<file path="config.mk">
export PLATFORM = sky130hd
export DESIGN_NAME = servo_action_sequence_player
export DESIGN_NICKNAME = d
export VERILOG_FILES = /design/src/rtl/sasp_pkg.sv /design/src/rtl/sasp_core.sv /design/src/rtl/sasp_rq.sv /design/src/rtl/servo_action_sequence_player.sv
export SDC_FILE = /design/constraint.sdc
export NUM_CORES = 1
export LEC_CHECK = 0
export ABC_CLOCK_PERIOD_IN_PS = 15450
export BUFFER_PORTS_ARGS = -buffer_cell sky130_fd_sc_hd__buf_2
export CORE_UTILIZATION = 61
export DETAILED_ROUTE_END_ITERATION = 10
export MAX_ROUTING_LAYER = met4
export PLACE_DENSITY_LB_ADDON = 0.25
export SLEW_MARGIN = 20
export SYNTH_ARGS = -nofsm -noshare
export SYNTH_HDL_FRONTEND = slang
export SYNTH_SLANG_ARGS = --single-unit
</file>
<file path="constraint.sdc">
create_clock -name clk -period 15.45 [get_ports clk]
set_input_delay 0.7725 -clock clk [delete_from_list [all_inputs] [get_ports clk]]
set_output_delay 0.7725 -clock clk [all_outputs]
set_load 0.03 [all_outputs]
</file>
<file path="src/rtl/sasp_pkg.sv">
// Shared types, codes and constants for the servo action sequence player.
package sasp_pkg;

  localparam int SASP_MAX_SERVOS = 8;

  // Depth of the result queue. One item makes at most two results.
  localparam int RQ_DEPTH = 4;
  localparam int RQ_AW    = $clog2(RQ_DEPTH);
  localparam int RQ_CW    = $clog2(RQ_DEPTH + 1);

  localparam int CFG_IDX_W  = 2;
  localparam int CFG_DATA_W = 32;

  localparam logic [7:0]  CHAIN_FROM_RST = 8'd100;
  localparam logic [7:0]  CHAIN_TO_RST   = 8'd101;
  localparam logic [31:0] CHAIN_REPS_RST = 32'd1;

  typedef enum logic [2:0] {
    CMD_START  = 3'd0,
    CMD_STOP   = 3'd1,
    CMD_TICK   = 3'd2,
    CMD_HEADER = 3'd3,
    CMD_SERVO  = 3'd4
  } cmd_t;

  typedef enum logic [1:0] {
    KIND_FETCH = 2'd0,
    KIND_SERVO = 2'd1,
    KIND_DONE  = 2'd2,
    KIND_CHAIN = 2'd3
  } kind_t;

  typedef enum logic [CFG_IDX_W-1:0] {
    CFG_CHAIN_FROM = 2'd0,
    CFG_CHAIN_TO   = 2'd1,
    CFG_CHAIN_REPS = 2'd2
  } cfg_idx_t;

  typedef struct packed {
    kind_t       kind;
    logic [7:0]  group;
    logic [7:0]  frame;
    logic [7:0]  servo;
    logic [15:0] pos;
    logic [31:0] move_ms;
    logic        last;
  } res_t;

  localparam res_t RES_ZERO = '{kind: KIND_FETCH, group: 8'd0, frame: 8'd0, servo: 8'd0,
                                pos: 16'd0, move_ms: 32'd0, last: 1'b0};

endpackage

</file>
<file path="src/rtl/sasp_core.sv">
// Playback state, configuration registers and per-transaction result generation.
module sasp_core #(
  parameter int MAX_SERVOS = sasp_pkg::SASP_MAX_SERVOS
) (
  input  logic                           clk,
  input  logic                           rst_n,
  input  logic                           in_take,
  input  logic [2:0]                     in_cmd,
  input  logic [31:0]                    in_now,
  input  logic [7:0]                     in_group,
  input  logic [31:0]                    in_repeat_times,
  input  logic [7:0]                     in_frame_total,
  input  logic [7:0]                     in_servo_count,
  input  logic [15:0]                    in_frame_time,
  input  logic [7:0]                     in_servo_id,
  input  logic [15:0]                    in_servo_pos,
  input  logic                           cfg_we,
  input  logic [sasp_pkg::CFG_IDX_W-1:0] cfg_index,
  input  logic [sasp_pkg::CFG_DATA_W-1:0] cfg_data,
  output sasp_pkg::res_t                 res0,
  output sasp_pkg::res_t                 res1,
  output logic [1:0]                     res_cnt
);
  import sasp_pkg::*;

  localparam int SL_W = $clog2(MAX_SERVOS + 1);

  logic [7:0]      chain_from_r, chain_to_r;
  logic [31:0]     chain_reps_r;

  logic            running_r, running_nxt;
  logic            frame_done_r, frame_done_nxt;
  logic            awaiting_r, awaiting_nxt;
  logic [SL_W-1:0] servos_left_r, servos_left_nxt;
  logic [7:0]      cur_group_r, cur_group_nxt;
  logic [31:0]     repeat_total_r, repeat_total_nxt;
  logic [31:0]     repeats_done_r, repeats_done_nxt;
  logic [7:0]      frame_index_r, frame_index_nxt;
  logic [7:0]      frames_r, frames_nxt;
  logic [31:0]     deadline_r, deadline_nxt;
  logic [15:0]     move_time_r, move_time_nxt;

  logic [31:0]     elapsed;
  logic [7:0]      fi_inc;
  logic [31:0]     rd_inc;

  assign elapsed = in_now - deadline_r;
  assign fi_inc  = frame_index_r + 8'd1;
  assign rd_inc  = repeats_done_r + 32'd1;

  always_comb begin
    running_nxt      = running_r;
    frame_done_nxt   = frame_done_r;
    awaiting_nxt     = awaiting_r;
    servos_left_nxt  = servos_left_r;
    cur_group_nxt    = cur_group_r;
    repeat_total_nxt = repeat_total_r;
    repeats_done_nxt = repeats_done_r;
    frame_index_nxt  = frame_index_r;
    frames_nxt       = frames_r;
    deadline_nxt     = deadline_r;
    move_time_nxt    = move_time_r;
    res0             = RES_ZERO;
    res1             = RES_ZERO;
    res_cnt          = 2'd0;

    case (cmd_t'(in_cmd))
      CMD_START: begin
        if (in_frame_total != 8'd0) begin
          frames_nxt = in_frame_total;
          if (cur_group_r != in_group) begin
            // Group zero preempts whatever is playing.
            if (in_group == 8'd0) begin
              running_nxt     = 1'b0;
              repeats_done_nxt = 32'd0;
              frame_done_nxt  = 1'b1;
              awaiting_nxt    = 1'b0;
              servos_left_nxt = '0;
            end
          end else begin
            repeat_total_nxt = in_repeat_times;
          end
          if (!running_nxt) begin
            cur_group_nxt    = in_group;
            repeat_total_nxt = in_repeat_times;
            frame_index_nxt  = 8'd0;
            repeats_done_nxt = 32'd0;
            running_nxt      = 1'b1;
            deadline_nxt     = in_now;
          end
        end
      end
      CMD_STOP: begin
        running_nxt      = 1'b0;
        repeats_done_nxt = 32'd0;
        frame_done_nxt   = 1'b1;
        frame_index_nxt  = 8'd0;
        awaiting_nxt     = 1'b0;
        servos_left_nxt  = '0;
      end
      CMD_TICK: begin
        if (!running_r) begin
          frame_index_nxt  = 8'd0;
          repeats_done_nxt = 32'd0;
          frame_done_nxt   = 1'b1;
          deadline_nxt     = in_now;
        end else if (frame_done_r) begin
          frame_done_nxt = 1'b0;
          awaiting_nxt   = 1'b1;
          res0.kind      = KIND_FETCH;
          res0.group     = cur_group_r;
          res0.frame     = frame_index_r;
          res_cnt        = 2'd1;
        end else if (!awaiting_r && !elapsed[31]) begin
          // Deadline passed in wrapping time: move on to the next frame, or finish the repeat.
          frame_done_nxt = 1'b1;
          if (fi_inc >= frames_r) begin
            frame_index_nxt = 8'd0;
            if (repeat_total_r != 32'd0) begin
              repeats_done_nxt = rd_inc;
              if (rd_inc >= repeat_total_r) begin
                running_nxt = 1'b0;
                res0.kind   = KIND_DONE;
                res0.group  = cur_group_r;
                res_cnt     = 2'd1;
                if (cur_group_r == chain_from_r) begin
                  res1.kind    = KIND_CHAIN;
                  res1.group   = chain_to_r;
                  res1.move_ms = chain_reps_r;
                  res_cnt      = 2'd2;
                end
              end
            end
          end else begin
            frame_index_nxt = fi_inc;
          end
        end
      end
      CMD_HEADER: begin
        if (awaiting_r) begin
          awaiting_nxt = 1'b0;
          if (in_servo_count > 8'(MAX_SERVOS)) begin
            running_nxt      = 1'b0;
            repeats_done_nxt = 32'd0;
            frame_done_nxt   = 1'b1;
            frame_index_nxt  = 8'd0;
            servos_left_nxt  = '0;
          end else begin
            servos_left_nxt = in_servo_count[SL_W-1:0];
            move_time_nxt   = in_frame_time;
            deadline_nxt    = deadline_r + {16'd0, in_frame_time};
          end
        end
      end
      CMD_SERVO: begin
        if (servos_left_r != '0) begin
          servos_left_nxt = servos_left_r - SL_W'(1);
          res0.kind       = KIND_SERVO;
          res0.servo      = in_servo_id;
          res0.pos        = in_servo_pos;
          res0.move_ms    = {16'd0, move_time_r};
          res_cnt         = 2'd1;
        end
      end
      default: begin
      end
    endcase

    res0.last = (res_cnt == 2'd1);
    res1.last = 1'b1;
  end

  always_ff @(posedge clk) begin
    if (!rst_n) begin
      running_r      <= 1'b0;
      frame_done_r   <= 1'b1;
      awaiting_r     <= 1'b0;
      servos_left_r  <= '0;
      cur_group_r    <= 8'd0;
      repeat_total_r <= 32'd1;
      repeats_done_r <= 32'd0;
      frame_index_r  <= 8'd0;
      frames_r       <= 8'd0;
      deadline_r     <= 32'd0;
      move_time_r    <= 16'd0;
    end else if (in_take) begin
      running_r      <= running_nxt;
      frame_done_r   <= frame_done_nxt;
      awaiting_r     <= awaiting_nxt;
      servos_left_r  <= servos_left_nxt;
      cur_group_r    <= cur_group_nxt;
      repeat_total_r <= repeat_total_nxt;
      repeats_done_r <= repeats_done_nxt;
      frame_index_r  <= frame_index_nxt;
      frames_r       <= frames_nxt;
      deadline_r     <= deadline_nxt;
      move_time_r    <= move_time_nxt;
    end
  end

  always_ff @(posedge clk) begin
    if (!rst_n) begin
      chain_from_r <= CHAIN_FROM_RST;
      chain_to_r   <= CHAIN_TO_RST;
      chain_reps_r <= CHAIN_REPS_RST;
    end else if (cfg_we) begin
      case (cfg_idx_t'(cfg_index))
        CFG_CHAIN_FROM: chain_from_r <= cfg_data[7:0];
        CFG_CHAIN_TO:   chain_to_r   <= cfg_data[7:0];
        CFG_CHAIN_REPS: chain_reps_r <= cfg_data[31:0];
        default: begin
        end
      endcase
    end
  end

endmodule

</file>
<file path="src/rtl/sasp_rq.sv">
// Result queue: takes up to two results a cycle and hands out one a cycle unless out_stall is high.
module sasp_rq (
  input  logic           clk,
  input  logic           rst_n,
  input  logic [1:0]     push_cnt,
  input  sasp_pkg::res_t push0,
  input  sasp_pkg::res_t push1,
  output logic           space2,
  output logic           out_valid,
  input  logic           out_stall,
  output sasp_pkg::res_t head
);
  import sasp_pkg::*;

  res_t             mem [RQ_DEPTH];
  logic [RQ_AW-1:0] wr_ptr_r, wr_ptr_nxt;
  logic [RQ_AW-1:0] rd_ptr_r, rd_ptr_nxt;
  logic [RQ_CW-1:0] count_r, count_nxt;
  logic             pop;
  logic [RQ_AW-1:0] wr_ptr_p1;

  assign out_valid = (count_r != '0);
  assign head      = mem[rd_ptr_r];
  assign space2    = (count_r <= RQ_CW'(RQ_DEPTH - 2));
  assign pop       = out_valid && !out_stall;
  assign wr_ptr_p1 = wr_ptr_r + RQ_AW'(1);

  always_comb begin
    wr_ptr_nxt = wr_ptr_r + RQ_AW'(push_cnt);
    rd_ptr_nxt = rd_ptr_r + RQ_AW'(pop);
    count_nxt  = count_r + RQ_CW'(push_cnt) - RQ_CW'(pop);
  end

  always_ff @(posedge clk) begin
    if (push_cnt != 2'd0) begin
      mem[wr_ptr_r] <= push0;
    end
    if (push_cnt == 2'd2) begin
      mem[wr_ptr_p1] <= push1;
    end
  end

  always_ff @(posedge clk) begin
    if (!rst_n) begin
      wr_ptr_r <= '0;
      rd_ptr_r <= '0;
      count_r  <= '0;
    end else begin
      wr_ptr_r <= wr_ptr_nxt;
      rd_ptr_r <= rd_ptr_nxt;
      count_r  <= count_nxt;
    end
  end

endmodule

</file>
<file path="src/rtl/servo_action_sequence_player.sv">
// Top level of the servo action sequence player.
// The player takes one input transaction per cycle while in_stall is low and updates its
// playback state in the cycle the transaction is accepted; the results it causes (at most
// two: a done notice followed by a chain-start request) enter a four-entry result queue
// and appear on the output channel in order, one per cycle while out_stall is low.
// in_stall rises only when the queue has fewer than two free entries, so with a
// free-running output a stream of transactions is taken at one per cycle.
// Configuration writes take effect at the next edge and have no handshake.
module servo_action_sequence_player #(
  parameter int MAX_SERVOS = sasp_pkg::SASP_MAX_SERVOS
) (
  input  logic                            clk,
  input  logic                            rst_n,
  input  logic                            in_valid,
  output logic                            in_stall,
  input  logic [2:0]                      in_cmd,
  input  logic [31:0]                     in_now,
  input  logic [7:0]                      in_group,
  input  logic [31:0]                     in_repeat_times,
  input  logic [7:0]                      in_frame_total,
  input  logic [7:0]                      in_servo_count,
  input  logic [15:0]                     in_frame_time,
  input  logic [7:0]                      in_servo_id,
  input  logic [15:0]                     in_servo_pos,
  output logic                            out_valid,
  input  logic                            out_stall,
  output logic [1:0]                      out_kind,
  output logic [7:0]                      out_group,
  output logic [7:0]                      out_frame,
  output logic [7:0]                      out_servo,
  output logic [15:0]                     out_pos,
  output logic [31:0]                     out_time,
  output logic                            out_last,
  input  logic                            cfg_we,
  input  logic [sasp_pkg::CFG_IDX_W-1:0]  cfg_index,
  input  logic [sasp_pkg::CFG_DATA_W-1:0] cfg_data
);
  import sasp_pkg::*;

  logic       in_take;
  logic       space2;
  logic [1:0] res_cnt;
  logic [1:0] push_cnt;
  res_t       res0, res1, head;

  assign in_stall = !space2;
  assign in_take  = in_valid && space2;
  assign push_cnt = in_take ? res_cnt : 2'd0;

  sasp_core #(
    .MAX_SERVOS(MAX_SERVOS)
  ) u_core (
    .clk             (clk),
    .rst_n           (rst_n),
    .in_take         (in_take),
    .in_cmd          (in_cmd),
    .in_now          (in_now),
    .in_group        (in_group),
    .in_repeat_times (in_repeat_times),
    .in_frame_total  (in_frame_total),
    .in_servo_count  (in_servo_count),
    .in_frame_time   (in_frame_time),
    .in_servo_id     (in_servo_id),
    .in_servo_pos    (in_servo_pos),
    .cfg_we          (cfg_we),
    .cfg_index       (cfg_index),
    .cfg_data        (cfg_data),
    .res0            (res0),
    .res1            (res1),
    .res_cnt         (res_cnt)
  );

  sasp_rq u_rq (
    .clk       (clk),
    .rst_n     (rst_n),
    .push_cnt  (push_cnt),
    .push0     (res0),
    .push1     (res1),
    .space2    (space2),
    .out_valid (out_valid),
    .out_stall (out_stall),
    .head      (head)
  );

  assign out_kind  = head.kind;
  assign out_group = head.group;
  assign out_frame = head.frame;
  assign out_servo = head.servo;
  assign out_pos   = head.pos;
  assign out_time  = head.move_ms;
  assign out_last  = head.last;

endmodule

</file>
==> impl_metrics.toml <==
[synth]
synth_compound_area_share_pct = 19.1
yosys.area_share.xor_xnor_pct = 2.42
synthSimpleGateAreaFrac_pct = 14.3
ys_seq_elements = 498
synth.area.top_cells = "dfxtp_1 26%, edfxtp_1 20%, mux4_2 6.8%, a21oi_1 5.7%, ha_1 4.8%"
synthMuxAreaShare_pct = 7.92
synth_edf_count = 168
yosys.area.top_type = "dfxtp_1"
seq_area_frac_synth_pct = 46.6
synthAdderAreaFrac_pct = 4.91
async_reset_ff_share_pct = 0
syn-cell-area_mm2 = 0.0250
synth.distinct_cells = 74
synthCells = 2523
yosys_most_used_dff = "dfxtp_1"
syn-num-nets = 2790
synth_top_family_by_area = "compound AO/OA/AOI/OAI gates"
yosys_warnings = 0
yosysTopAreaCellShare_pct = 26.4
syn_avg_cell_area_um2 = 9.91

[drt]
dr.first_iter.drc_count = 2063
vias = 21000
via_per_inst = 6.50
drc = 0
antenna_left = 0
firstDrtPassIters = 6
drt-total-wl_um = 69300
routedWlPerCell_um = 21.4

[clock_network]
cts_resized = 0
numCtsBuffers = 52
clockRootBuffer = "clkbuf_16"
cts_sinks = 498
cts_setup_buffers = 0
ctsHoldBuffers = 0
cts_buffer_depth = 3
cts_max_level = 2
clkSlewWorstSetupHoldPaths_ps = 60
worstSkewPairLatency_ps = 600
cts_tree = "yes"

[placement]
io_buffer_count = 246
gp_congestion = 0.906
dpl_worst_slack_ps = 9130
dpl_cell_area_mm2 = 0.0264
dpl.hpwl_um = 44300

[setup_path]
cp_slowest_stage_delay_ps = 480
start_kind = "register"
critPathArrivalTime_ps = 6490
worstSetupEndpointType = "register"
critPathKind = "register to register"
critPathSlowestCell = "or2_2"
cp_cell_sequence = "ha_1 -> and3_1 -> and3_1 -> and3_1 -> nand2_1 -> nor3_1 -> nand2_1 -> xnor2_1 -> ha_1 -> and4_1 -> nor4b_2 -> nor4b_1 -> a21oi_1 -> or2_2 -> o31ai_4 -> buf_4 -> and2_1 -> ha_1 -> inv_1 -> fa_1 -> xnor2_1 -> xnor2_1 -> nor2_1"
required_ps = 15890
crit_fanout = 37

[die]
io_pins = 247
fp-row-count = 73
initial_core_util_pct = 62.4
die_area_mm2 = 0.0418
dieWidth_um = 204
die_y_um = 204
fp.coreArea_mm2 = 0.0401

[sta]
setup-violations-final = 0
timing.final.crit_share_pct = 39.1
whs_ps = 395
final.setup.tns_ps = 0
fmax_mhz = 166
report.final.slew_viol_count = 0
slew_headroom_pct = 33.9
rsz0062_at_grt = "false"
period_needed_ps = 6040
tightestPinTransition_ps = 987
worst_clock_skew_ps = 12.8
fin_ws_ps = 9410
hold_viol = 0

[layout]
fillers = 3017
area_growth_syn_to_layout_pct = 13.0
final_cell_mix = "328 x dfxtp_1, 282 x a21oi_1, 246 x buf_2"
design_area_mm2 = 0.0283
nets = 2930
final_common_cell = "dfxtp_1"
layout-drive-gt1-share_pct = 18.4

[global_route]
grt_max_degree = 113
grt_first_pass_wirelength_um = 108000
grt_pass1_vias = 20300
track_usage_pct = 33.9
grt_overflow = 0
antenna_found_initial = 2

[power_and_ir_drop]
peakVddDrop_mv = 0.0890
p_int_w = 0.00246
p_per_area_mw_per_mm2 = 124
switchingPower_w = 0.00104
power_frac_clock_pct = 37.3
pwr-share-comb_pct = 20.6
p_seq_share_pct = 42.1
swShare_pct = 29.7
leakage_nw = 10.4
total_power_w = 0.00350

[run]
maxCapViolCount = 0

[hold_path]
hp-class = "input pin to register"

[status]
outcome = "finished, final reports clean"
-- area by class of cell --
| type | count | area, um^2 | share of cell area (%) |
|---|---|---|---|
| antenna | 2 | 5.00 | 0.0177 |
| tap | 525 | 657 | 2.32 |
| timing repair buffer | 280 | 1500 | 5.31 |
| inverter | 93 | 352 | 1.24 |
| clock inverter | 15 | 205 | 0.726 |
| clock buffer | 82 | 1590 | 5.62 |
| multi-input combinational | 1738 | 12300 | 43.5 |
| sequential | 498 | 11700 | 41.2 |
-- state kept, by name (all words and copies together), names as in the netlist --
register,flops
u_rq.mem,300
u_core.chain_reps_r,32
u_core.deadline_r,32
u_core.repeat_total_r,32
u_core.repeats_done_r,32
u_core.move_time_r,16
u_core.chain_from_r,8
u_core.chain_to_r,8
u_core.cur_group_r,8
u_core.frame_index_r,8
u_core.frames_r,8
u_core.servos_left_r,4
u_rq.count_r,3
u_rq.rd_ptr_r,2
u_rq.wr_ptr_r,2
u_core.awaiting_r,1
u_core.frame_done_r,1
u_core.running_r,1
-- critical path, delay by kind of cell (launching register included) --
family	cells	cell delay (ps)
AND/OR/NAND/NOR	12	2920
adder cells (fa/ha/maj)	4	1120
XOR/XNOR	3	560
buffers and inverters	2	430
AO/OA/AOI/OAI	2	410
flip-flops	1	410
-- synth_stat cells, types with 5 or more instances --
master    count
nor4_1       21
dfxtp_1     330
nand3_1     138
nand2b_1      6
nor3_1       19
mux4_2       75
inv_1        92
edfxtp_1    168
a22o_1       57
or2_2         7
o22ai_1       5
xor2_1       22
a221oi_1      9
ha_1         95
buf_1        16
nand2_1     213
nor2_1      160
xnor2_1      47
a21o_1       11
o211ai_2     10
clkbuf_1    128
and3_1       56
o31ai_1      27
a21oi_1     283
a32o_1       48
a211oi_1     19
nand4_1      11
a311oi_1     43
o32ai_1       5
and4_1        6
and2_1       43
o21ai_0     169
buf_2        35
mux2i_1      29
buf_4        10
o211ai_1      8
o21a_1        5
nor2b_1      14
or3_1        10
o21ai_1       5
-- final timing paths --
path                                                             from                                     end  slack, ps  cells after the start
worst max-delay path            u_core.repeats_done_r[0]$_SDFFE_PN0P_              u_rq.count_r[2]$_SDFF_PN0_       9410                     23
worst min-delay path                              in_repeat_times[19]  u_core.repeat_total_r[19]$_SDFFE_PN0P_        390                      3
worst max register to register  u_core.repeats_done_r[0]$_SDFFE_PN0P_              u_rq.count_r[2]$_SDFF_PN0_       9410                     23
worst min register to register        u_core.frames_r[5]$_SDFFE_PN0P_         u_core.frames_r[5]$_SDFFE_PN0P_        460                      2
-- metal layers --
metal	wire, um	global-route usage [%]	share of wire, %
met1	27400	43.0	40
met5	0	-	0
met2	34100	55.2	49
met3	5670	5.01	8.2
met4	2130	12.2	3.1
-- power groups by stage --
stage / Sequential [W] / Clock (W) / Combinational [W]
after floorplan: 0.00146 / 0 / 0.000541
after global placement: 0.00149 / 0 / 0.000701
after detailed placement: 0.00150 / 0 / 0.000715
after CTS: 0.00147 / 0.00132 / 0.000718
after global routing: 0.00148 / 0.00137 / 0.000769
final: 0.00147 / 0.00131 / 0.000719
-- per-stage QoR --
step / util (%) / instances
detailed placement: 65.9 / 3133
global route: 70.5 / 3233
CTS: 70.4 / 3230
floorplan: - / 2523
global placement: 65.9 / 3133
finish: 70.5 / 3233
-- cell families after synthesis --
kind of cell / after synthesis
adders and majority gates: 97
DFF: 498
buffers and inverters: 287
and+or+nand+nor: 732
xor gates and xnor gates: 69
muxes: 104
AOI/OAI and AO/OA: 736
No activity file was read; power rests on OpenSTA's default activity.
